### config.mk
export PLATFORM = sky130hd
export DESIGN_NAME = b3s_cell
export DESIGN_NICKNAME = d
export VERILOG_FILES = /design/src/rtl/b3s_pkg.sv /design/src/rtl/b3s_cell.sv
export SDC_FILE = /design/constraint.sdc
export NUM_CORES = 1
export LEC_CHECK = 0
export BUFFER_PORTS_ARGS = -buffer_cell sky130_fd_sc_hd__buf_2
export CAP_MARGIN = 20
export CORE_ASPECT_RATIO = 1.25
export CORE_UTILIZATION = 44
export DETAILED_ROUTE_END_ITERATION = 6
export GPL_TIMING_DRIVEN = 1
export PLACE_DENSITY_LB_ADDON = 0.15
export SKIP_LAST_GASP = 1
export SYNTH_ARGS = -nofsm -noshare
export SYNTH_HDL_FRONTEND = slang
export SYNTH_SLANG_ARGS = --single-unit
### constraint.sdc
create_clock -name i_clk -period 2.51 [get_ports i_clk]
set_input_delay 0.251 -clock i_clk [delete_from_list [all_inputs] [get_ports i_clk]]
set_output_delay 0.251 -clock i_clk [all_outputs]
set_load 0.01 [all_outputs]
### src/rtl/b3s_pkg.sv
package b3s_pkg;

    localparam int PIX_W    = 8;
    localparam int CFG_W    = 11;
    localparam int CFG_IDX_W = 1;
    localparam int ROW_W    = 11;
    localparam int VSUM_W   = 10;
    localparam int SUM_W    = 12;
    localparam int NCELL    = 2;

    localparam int MAX_LINE_DEF = 1024;

    localparam int W_MIN = 3;
    localparam int H_MIN = 3;
    localparam int H_MAX = 2046;

    localparam logic [CFG_W-1:0] RST_LINE_WIDTH   = CFG_W'(640);
    localparam logic [CFG_W-1:0] RST_FRAME_HEIGHT = CFG_W'(480);

    localparam logic [CFG_IDX_W-1:0] REG_LINE_WIDTH   = 1'b0;
    localparam logic [CFG_IDX_W-1:0] REG_FRAME_HEIGHT = 1'b1;

    typedef struct packed {
        logic [PIX_W-1:0] top;
        logic [PIX_W-1:0] mid;
        logic [PIX_W-1:0] bot;
    } t_col;

    typedef struct packed {
        logic rep_top;
        logic rep_bot;
    } t_rep;

    typedef struct packed {
        logic [SUM_W-1:0] smoothed;
        logic             end_of_frame;
    } t_res;

    // Vertical 1-2-1 sum of one column, with the outer rows replaced by the
    // middle row at the top and bottom image borders.
    function automatic logic [VSUM_W-1:0] f_vsum(t_col col, t_rep rep);
        logic [PIX_W-1:0] upper;
        logic [PIX_W-1:0] lower;
        upper = rep.rep_top ? col.mid : col.top;
        lower = rep.rep_bot ? col.mid : col.bot;
        return VSUM_W'(upper) + VSUM_W'(lower) + (VSUM_W'(col.mid) << 1);
    endfunction

endpackage

### src/rtl/b3s_cell.sv
module b3s_cell (
    input  logic                       i_clk,
    input  logic                       i_rst_n,
    input  logic                       i_shift,
    input  b3s_pkg::t_rep              i_rep,
    input  b3s_pkg::t_col              i_col,
    output b3s_pkg::t_col              o_col,
    output logic [b3s_pkg::VSUM_W-1:0] o_vsum
);
    import b3s_pkg::*;

    t_col r_col;

    always_ff @(posedge i_clk) begin
        if (!i_rst_n) begin
            r_col <= '0;
        end else if (i_shift) begin
            r_col <= i_col;
        end
    end

    assign o_col  = r_col;
    assign o_vsum = f_vsum(r_col, i_rep);

endmodule

==> run metrics, run 1 <==
Clock Sink Count=24; final hold vios=0; CTS tree=built; vias in the first global route=between 1,000 and 1,500; Root Driver=clkbuf_8; arrival time worst endpoint=between 2000 and 3000 ps; Final Setup Violations=6; Reg2Reg Depth=3; cell area after layout=~2400 sq um; R2R Path End=o_col[9]; Inserted Clock Buffers=3; Die Area=3920 sq um; # hold bufs at CTS=0; Pleak=1.22 nW; CP dominant cell by count=fa_2; via count=1,409; Period Utilization, post-route=1.10; CTS max path bufs=2; Crit path max-delay family=adder cells; First DRT Iteration DRCs=31; number of synthesized flops with an enable pin=0; layout cells sized above 1=0.613; Cell Area, Synth=around 1600 sq um; ANT cells=0; chip height=~70 um; RSZ-0062 raised after global routing=yes; worst path required time=around 2300 ps; initial antenna violation count=0; TNS Setup=-1190 ps; Synth Instances=about 150; max-cap viol count=0; Die X=around 56 um; Synth area leader=dfxtp_1; Global Route Usage Sum=0.201; Port Buffers=62; Fin Clk Skew=0 ps; Seq/Total Area, Yosys=0.297; Remaining DRCs=0; FFs w/ async S/R, synth=0; failing checks=negative setup slack; post-DP HPWL=roughly 2.8 mm; nets@finish=between 200 and 300; placed inst area=2100 sq um; DR vias/cell=around 5.1; Largest register FFs=24; WP depth=8; most frequent cell after synthesis=mux2i_1; crit path kind=flop to primary output; WL final=4.02 mm; HP Start=i_col[19]; H-tree levels=1; Distinct cells, synth=29; I/O pins=63; Rel. slew slack=0.544; Crit. Startpoint=o_col[10]; Synth Warn #=0; FILL cells=269; Starting Density=0.464; worst path buffer plus inverter count=2; CP cell instances=mux2_4, fa_2, fa_2, a21oi_2, buf_4, o21bai_4, xor2_1, buf_2; GP Congestion=between 0.7 and 0.8; Final Core Density=0.693; site row count=24; crit path time final=around 2800 ps; Area Overhead vs Synth=49.4%; CP max stage delay=around 500 ps; Synth top area share=0.297; worst reg2reg setup slack=about 1700 ps; CP Max Fanout=4; DRT Pass-1 Iters=4; outcome=finished, violations left; Tot Pwr=1.29 mW; pwr dens=approximately 530 nW/um^2; Slowest-stage cell, CP=fa_2; main area contributors after synthesis=dfxtp_1, mux2i_1, fa_1; DRT antenna net count=0; clock slew at reported path FFs=approximately 90 ps; Core Region=~3500 sq um; Setup crit end=o_vsum[5]; Worst setup EP type=primary output; wire length of the first global-routing pass=around 6.3 mm; Commonest cells post-synth=mux2i_1, nor2b_1, dfxtp_1; Worst Setup Start Kind=flop; Mapped Avg Cell Area=10.8 sq um; FF-to-FF Start=o_col[9]; routed length per instance=between 10 and 15 um; Slew Viols, Final=0; Most used DFF post-synth=dfxtp_1; clk_lat worst skew=between 200 and 300 ps; Max VDD drop=365 uV; Final WS setup=-245 ps; Synth Register Bits=24; FMAX=363 MHz; DP Worst Slack=-240 ps; syn_nets=roughly 200; actual slew at the worst max-slew pin=a little under 700 ps; Overflow after GRT=0; Hold WC Path Type=primary input to flop; largest net degree at the start of global routing=25
through the flow:
stage / instances / hold slack, ps
final: 277 / 231
after global routing: 277 / 247
after CTS: 274 / 235
after detailed placement: 263 / 517
after global placement: 263 / 505
after floorplan: 149 / 379
how the worst min path moves through the flow:
stage,cells after the start,end
floorplan,1,o_col[15]
detailed placement,3,o_col[22]
finish,3,o_col[19]
global placement,3,o_col[7]
CTS,3,o_col[13]
global route,3,o_col[13]
tightest hold or removal path, delay by kind of cell:
family	cells	cell delay [ps]
simple gates	1	90
buf+inv	1	70
mux	1	50
placed cells by master (no fill, tap or decap), types with 2 or more instances in the layout:
| cell | netlist | routed |
|---|---|---|
| mux2_2 | 14 | 11 |
| dfxtp_1 | 24 | 13 |
| nand2_1 | 3 | 2 |
| xor2_1 | 2 | 2 |
| mux2_4 | 0 | 3 |
| a21oi_2 | 2 | 3 |
| buf_4 | 2 | 29 |
| clkbuf_8 | 0 | 3 |
| inv_1 | 7 | 7 |
| fa_1 | 8 | 5 |
| ha_4 | 0 | 5 |
| a21o_1 | 2 | 2 |
| dfxtp_2 | 0 | 10 |
| nor2b_1 | 25 | 25 |
| ha_1 | 9 | 3 |
| mux2i_1 | 27 | 26 |
| fa_2 | 0 | 3 |
| buf_2 | 3 | 62 |
timing repair:
item / 4_1_cts / 5_1_grt
setup endpoints to repair: 7 / 7
gates resized for setup: 32 / 7
buffers inserted: 7 / 3
pin swaps: 19 / 5
metal layers:
layer  up-vias  track usage  wire (um)
met1       658        0.231       1550
met3        11       0.0317        170
li1        693            -          -
met5         -            0          0
met4         0       0.0678         90
met2        47        0.373       2220
report_power, final:
group	leakage, nW	internal (mW)	total, mW	switching [mW]
combinational	0.978	0.274	0.517	0.243
clock	0.0357	0.213	0.346	0.132
sequential	0.202	0.405	0.425	0.0199
cells by family (layout without fill, tap and decap cells):
group	Yosys count	count (layout)	synth area share
multiplexers	41	41	0.265
AO/OA/AOI/OAI	14	14	0.0767
XOR/XNOR	4	4	0.0217
flip-flops	24	24	0.297
AND/OR/NAND/NOR	35	35	0.131
buffers and inverters	14	103	0.0395
adder cells (fa/ha/maj)	17	17	0.169
final cells by class:
type                    instances  area, sq um  area share
flip-flops and latches         24          497       0.206
clock inverters                 1         30.0      0.0124
multi-input cells             111         1230       0.510
repair buffers                 92          539       0.223
inverters                       7         26.3      0.0109
clock buffers                   3         41.3      0.0171
well taps                      39         48.8      0.0202
Note: power is estimated with default switching activity, not from simulation.
==> run 2, diff against run 1 <==
- CORE_ASPECT_RATIO: 1.25 -> 1.1
==> run 2 against run 1 <==
Net effect:
- the flow still finishes with violations (negative setup slack)
- utilization is 0.91 points higher
- design area is 0.73% lower
- sequential cell count stayed put
- critical path depth stayed put
- power is 12% lower
- worst setup slack worse by 74 ps
- worst hold slack worse by 47 ps
- critical path type unchanged
- first-iteration DRC count is 19% lower
- count of clock-buffer cells in the layout is 1 higher
==> run metrics, run 2 (synthesized netlist as in run 1, its figures left out) <==
WL final=3.97 mm; Pleak=between 1 and 1.5 nW; Overflow after GRT=0; CP Max Fanout=3; failing checks=negative setup slack; DP Worst Slack=-247 ps; max-cap viol count=0; nets@finish=just under 300; post-route insts no fill=291; DR vias/cell=between 4 and 5; DP Cell Count=between 200 and 300; Area Overhead vs Synth=48.3%; FMAX=approximately 350 MHz; FILL cells=between 200 and 300; Port Buffers=62; DRT antenna net count=0; Largest register FFs=24; H-tree levels=1; Hold Crit Depth=3; Inserted Clock Buffers=3; final hold vios=0; worst reg2reg setup slack=around 1600 ps; chip height=roughly 66 um; Clock Sink Count=24; arrival time worst endpoint=2580 ps; Worst Setup Start Kind=flop; Hold WC Path Type=primary input to flop; actual slew at the worst max-slew pin=711 ps; Hold Path End=o_col[15]; outcome=finished, violations left; Max VDD drop=around 240 uV; Starting Density=0.473; First DRT Iteration DRCs=25; vias in the first global route=about 1,400; R2R Path End=o_col[13]; crit path kind=flop to primary output; crit path time final=2830 ps; Core Region=3410 sq um; clk_lat worst skew=310 ps; Global Route Usage Sum=0.206; Worst setup EP type=primary output; CTS tree=built; CTS max path bufs=2; ANT cells=0; clock slew at reported path FFs=about 140 ps; initial antenna violation count=0; pwr dens=about 480 nW/um^2; via count=approximately 1,400; site row count=22; Slew Viols, Final=0; # hold bufs at CTS=0; wire length of the first global-routing pass=a little over 6 mm; RSZ-0062 raised after global routing=yes; commonest non-fill, non-tap cell in the layout=buf_2; Root Driver=clkbuf_4; worst path required time=~2300 ps; post-DP HPWL=about 2.8 mm; Remaining DRCs=0; layout cells sized above 1=0.601; HP Start=i_col[15]; largest net degree at the start of global routing=25; GP Congestion=0.766; FF-to-FF Start=o_col[13]; I/O pins=63; Reg2Reg Depth=4; Die Area=roughly 3900 sq um; DRT Pass-1 Iters=4; Period Utilization, post-route=1.13; Final Setup Violations=7; Final WS setup=-319 ps; Rel. slew slack=0.526; most frequent cells in the layout=buf_2, buf_4, mux2i_1, nor2b_1; routed length per instance=approximately 14 um; Die X=roughly 60 um; Fin Clk Skew=0 ps
[run 2: how the worst max path moves through the flow]
stage	start	cells past startpoint	slack, ps	end
floorplan	i_rep[1]	8	10	o_vsum[8]
global placement	i_rep[1]	9	-180	o_vsum[8]
detailed placement	i_rep[1]	9	-250	o_vsum[6]
CTS	o_col[13]	8	-300	o_vsum[8]
global route	o_col[11]	8	-410	o_vsum[6]
finish	o_col[11]	8	-320	o_vsum[6]
[run 2: critical path, stage by stage, from the launching register on]
cell and delay, ps:
dfxtp_2 350, mux2_2 280, fa_1 510, ha_4 330, nand3_4 100, a21oi_4 160
nor4_1 60, a311o_1 320, buf_2 140
[run 2: area by class of cell]
class,count,area [sq um],area share
Multi-Input combinational cell,111,1190,0.499
Sequential cell,24,495,0.207
Clock buffer,4,36.3,0.0151
Timing Repair Buffer,97,583,0.243
Inverter,7,26.3,0.0110
Tap cell,48,60.1,0.0251
[run 2: timing repair]
| action | 4_1_cts | 5_1_grt |
|---|---|---|
| buffers inserted | 8 | 2 |
| endpoints found under the setup margin | 7 | 8 |
| resized for setup | 26 | 9 |
| pin swaps | 16 | 12 |
[run 2: power breakdown]
| group | switching [mW] | internal [mW] | total, mW |
|---|---|---|---|
| sequential | 0.0174 | 0.406 | 0.424 |
| clock | 0.120 | 0.0886 | 0.208 |
| combinational | 0.237 | 0.270 | 0.508 |
[run 2: routing by layer]
metal  vias up  part of all wire  track usage
met1       664              0.42        0.251
met2        48              0.53        0.369
met5         -                 0            0
met3         6             0.038       0.0256
li1        700                 -            -
met4         0             0.014       0.0610
[run 2: metrics by stage]
| stage | util | cell area, sq um | setup TNS, ps | power (mW) | hold slack (ps) |
|---|---|---|---|---|---|
| global route | 0.702 | 2400 | -2400 | 1.21 | 177 |
| floorplan | - | 1630 | 0 | 0.689 | 379 |
| finish | 0.702 | 2400 | -1630 | 1.14 | 184 |
| detailed placement | 0.629 | 2150 | -1030 | 0.860 | 518 |
| CTS | 0.688 | 2350 | -1230 | 1.12 | 183 |
| global placement | 0.629 | 2150 | -775 | 0.845 | 504 |
==> run 3, diff against run 2 <==
==> constraint.sdc (replaced) <==
create_clock -name i_clk -period 2.51 [get_ports i_clk]
set_input_delay 0.1255 -clock i_clk [delete_from_list [all_inputs] [get_ports i_clk]]
set_output_delay 0.1255 -clock i_clk [all_outputs]
set_load 0.01 [all_outputs]
==> run 3 against run 2 <==
Net effect:
- the flow still finishes with violations (negative setup slack)
- register-to-register slack improved by 80 ps
- sequential power barely moved
- worst hold slack got worse by 130 ps
- count of clock-buffer cells in the layout fell by 1
- critical path type unchanged
- largest power group unchanged
- highest routed layer unchanged
==> run metrics, run 3 (synthesized netlist as in run 1, its figures left out) <==
outcome=finished, violations left; failing checks=negative setup slack; CTS max path bufs=2; crit path time final=approximately 2700 ps; Hold Path End=o_col[15]; Fin Clk Skew=0 ps; nets@finish=276; R2R Path End=o_col[11]; site row count=22; layout cells sized above 1=0.581; FILL cells=287; Inserted Clock Buffers=3; Core Region=about 3400 sq um; DRT Pass-1 Iters=4; FF-to-FF Start=o_col[11]; most frequent cells in the layout=buf_2, mux2i_1, nor2b_1, buf_4, dfxtp_1; RSZ-0062 raised after global routing=yes; via count=~1,400; Remaining DRCs=0; Hold WC Path Type=primary input to flop; Die X=between 50 and 60 um; cell area after layout=~2300 sq um; Clock Sink Count=24; Max VDD drop=about 220 uV; First DRT Iteration DRCs=42; Pleak=1.17 nW; placed inst area=1990 sq um; Tot Pwr=around 1.2 mW; CP Max Fanout=4; Final Setup Violations=5; post-DP HPWL=between 2 and 3 mm; H-tree levels=1; Period Utilization, post-route=1.08; Global Route Usage Sum=0.197; chip height=roughly 66 um; DR vias/cell=between 4 and 5; FMAX=approximately 370 MHz; Port Buffers=62; final hold vios=0; crit path kind=flop to primary output; initial antenna violation count=0; Area Overhead vs Synth=45.0%; Reg2Reg Depth=3; Rel. slew slack=0.553; Die Area=3920 sq um; Root Driver=clkbuf_4; DRT antenna net count=0; Starting Density=0.473; pwr dens=just over 500 nW/um^2; worst reg2reg setup slack=roughly 1700 ps; Final WS setup=-205 ps; vias in the first global route=between 1,000 and 1,500; Overflow after GRT=0; Largest register FFs=24; Worst setup EP type=primary output; max-cap viol count=0; Hold Crit Depth=3; commonest non-fill, non-tap cell in the layout=buf_2; actual slew at the worst max-slew pin=approximately 670 ps; Slew Viols, Final=0; routed length per instance=approximately 14 um; WL final=approximately 3.8 mm; HP Start=i_col[15]; wire length of the first global-routing pass=about 5.7 mm; arrival time worst endpoint=between 2000 and 3000 ps; CTS tree=built; GP Congestion=between 0.7 and 0.8; worst path required time=between 2000 and 2500 ps; ANT cells=0; I/O pins=between 60 and 70; clock slew at reported path FFs=140 ps; clk_lat worst skew=320 ps; Worst Setup Start Kind=flop; largest net degree at the start of global routing=25
-- run 3: cell count changes in the layout (fill, tap and decap cells not counted), moves of 2 or more --
cell	previous run	this run
mux2_4	4	6
mux2_2	10	8
buf_4	34	18
dfxtp_4	0	4
dfxtp_2	12	7
-- run 3: power by group --
part           internal, mW  switching, mW
registers             0.404         0.0197
clock network         0.162          0.126
logic                 0.246          0.226
-- run 3: final cells by class --
cell class / instances / area (sq um) / area share
Clock buffer: 3 / 22.5 / 0.00962
Clock inverter: 1 / 30.0 / 0.0128
Inverter: 7 / 26.3 / 0.0112
Multi-Input combinational cell: 111 / 1220 / 0.521
Sequential cell: 24 / 504 / 0.215
Tap cell: 48 / 60.1 / 0.0256
Timing Repair Buffer: 83 / 479 / 0.205
-- run 3: worst max path at each step --
stage               slack [ps]        end      start
CTS                       -160  o_vsum[6]  o_col[13]
global placement            40  o_vsum[7]   i_rep[1]
floorplan                  150  o_vsum[7]   o_col[9]
global route              -280  o_vsum[6]  o_col[11]
finish                    -210  o_vsum[6]  o_col[11]
detailed placement           9  o_vsum[7]   i_rep[1]
-- run 3: critical path: stages, from the launching register on --
cell and delay [ps]:
dfxtp_4 390, mux2_4 270, fa_1 560, ha_4 240, a21oi_4 200, a21oi_2 90
nor4_2 250, a311o_1 140, buf_2 120
-- run 3: routing by layer --
| metal | global-route usage | part of all wire | routed length (um) | vias up |
|---|---|---|---|---|
| met5 | 0 | 0 | 0 | - |
| met1 | 0.231 | 0.40 | 1510 | 641 |
| met2 | 0.360 | 0.54 | 2050 | 46 |
| met3 | 0.0335 | 0.048 | 180 | 5 |
| li1 | - | - | - | 674 |
| met4 | 0.0523 | 0.011 | 40 | 0 |
-- run 3: through the flow --
| step | utilization | setup TNS (ps) | setup WS (ps) | instances | hold slack [ps] |
|---|---|---|---|---|---|
| after floorplan | - | 0 | 153 | 149 | 254 |
| after global placement | 0.582 | 0 | 42.8 | 257 | 378 |
| after detailed placement | 0.582 | 0 | 9.12 | 257 | 391 |
| after CTS | 0.662 | -611 | -161 | 274 | 46.8 |
| after global routing | 0.686 | -1260 | -279 | 277 | 47.5 |
| final | 0.686 | -752 | -205 | 277 | 52.1 |
-- run 3: repair_timing --
action                     in CTS  in global routing
hold buffers                    0                  0
pin swaps                      16                  9
setup buffers                  13                  5
gates resized for setup        31                 15
setup endpoints to repair       6                  7
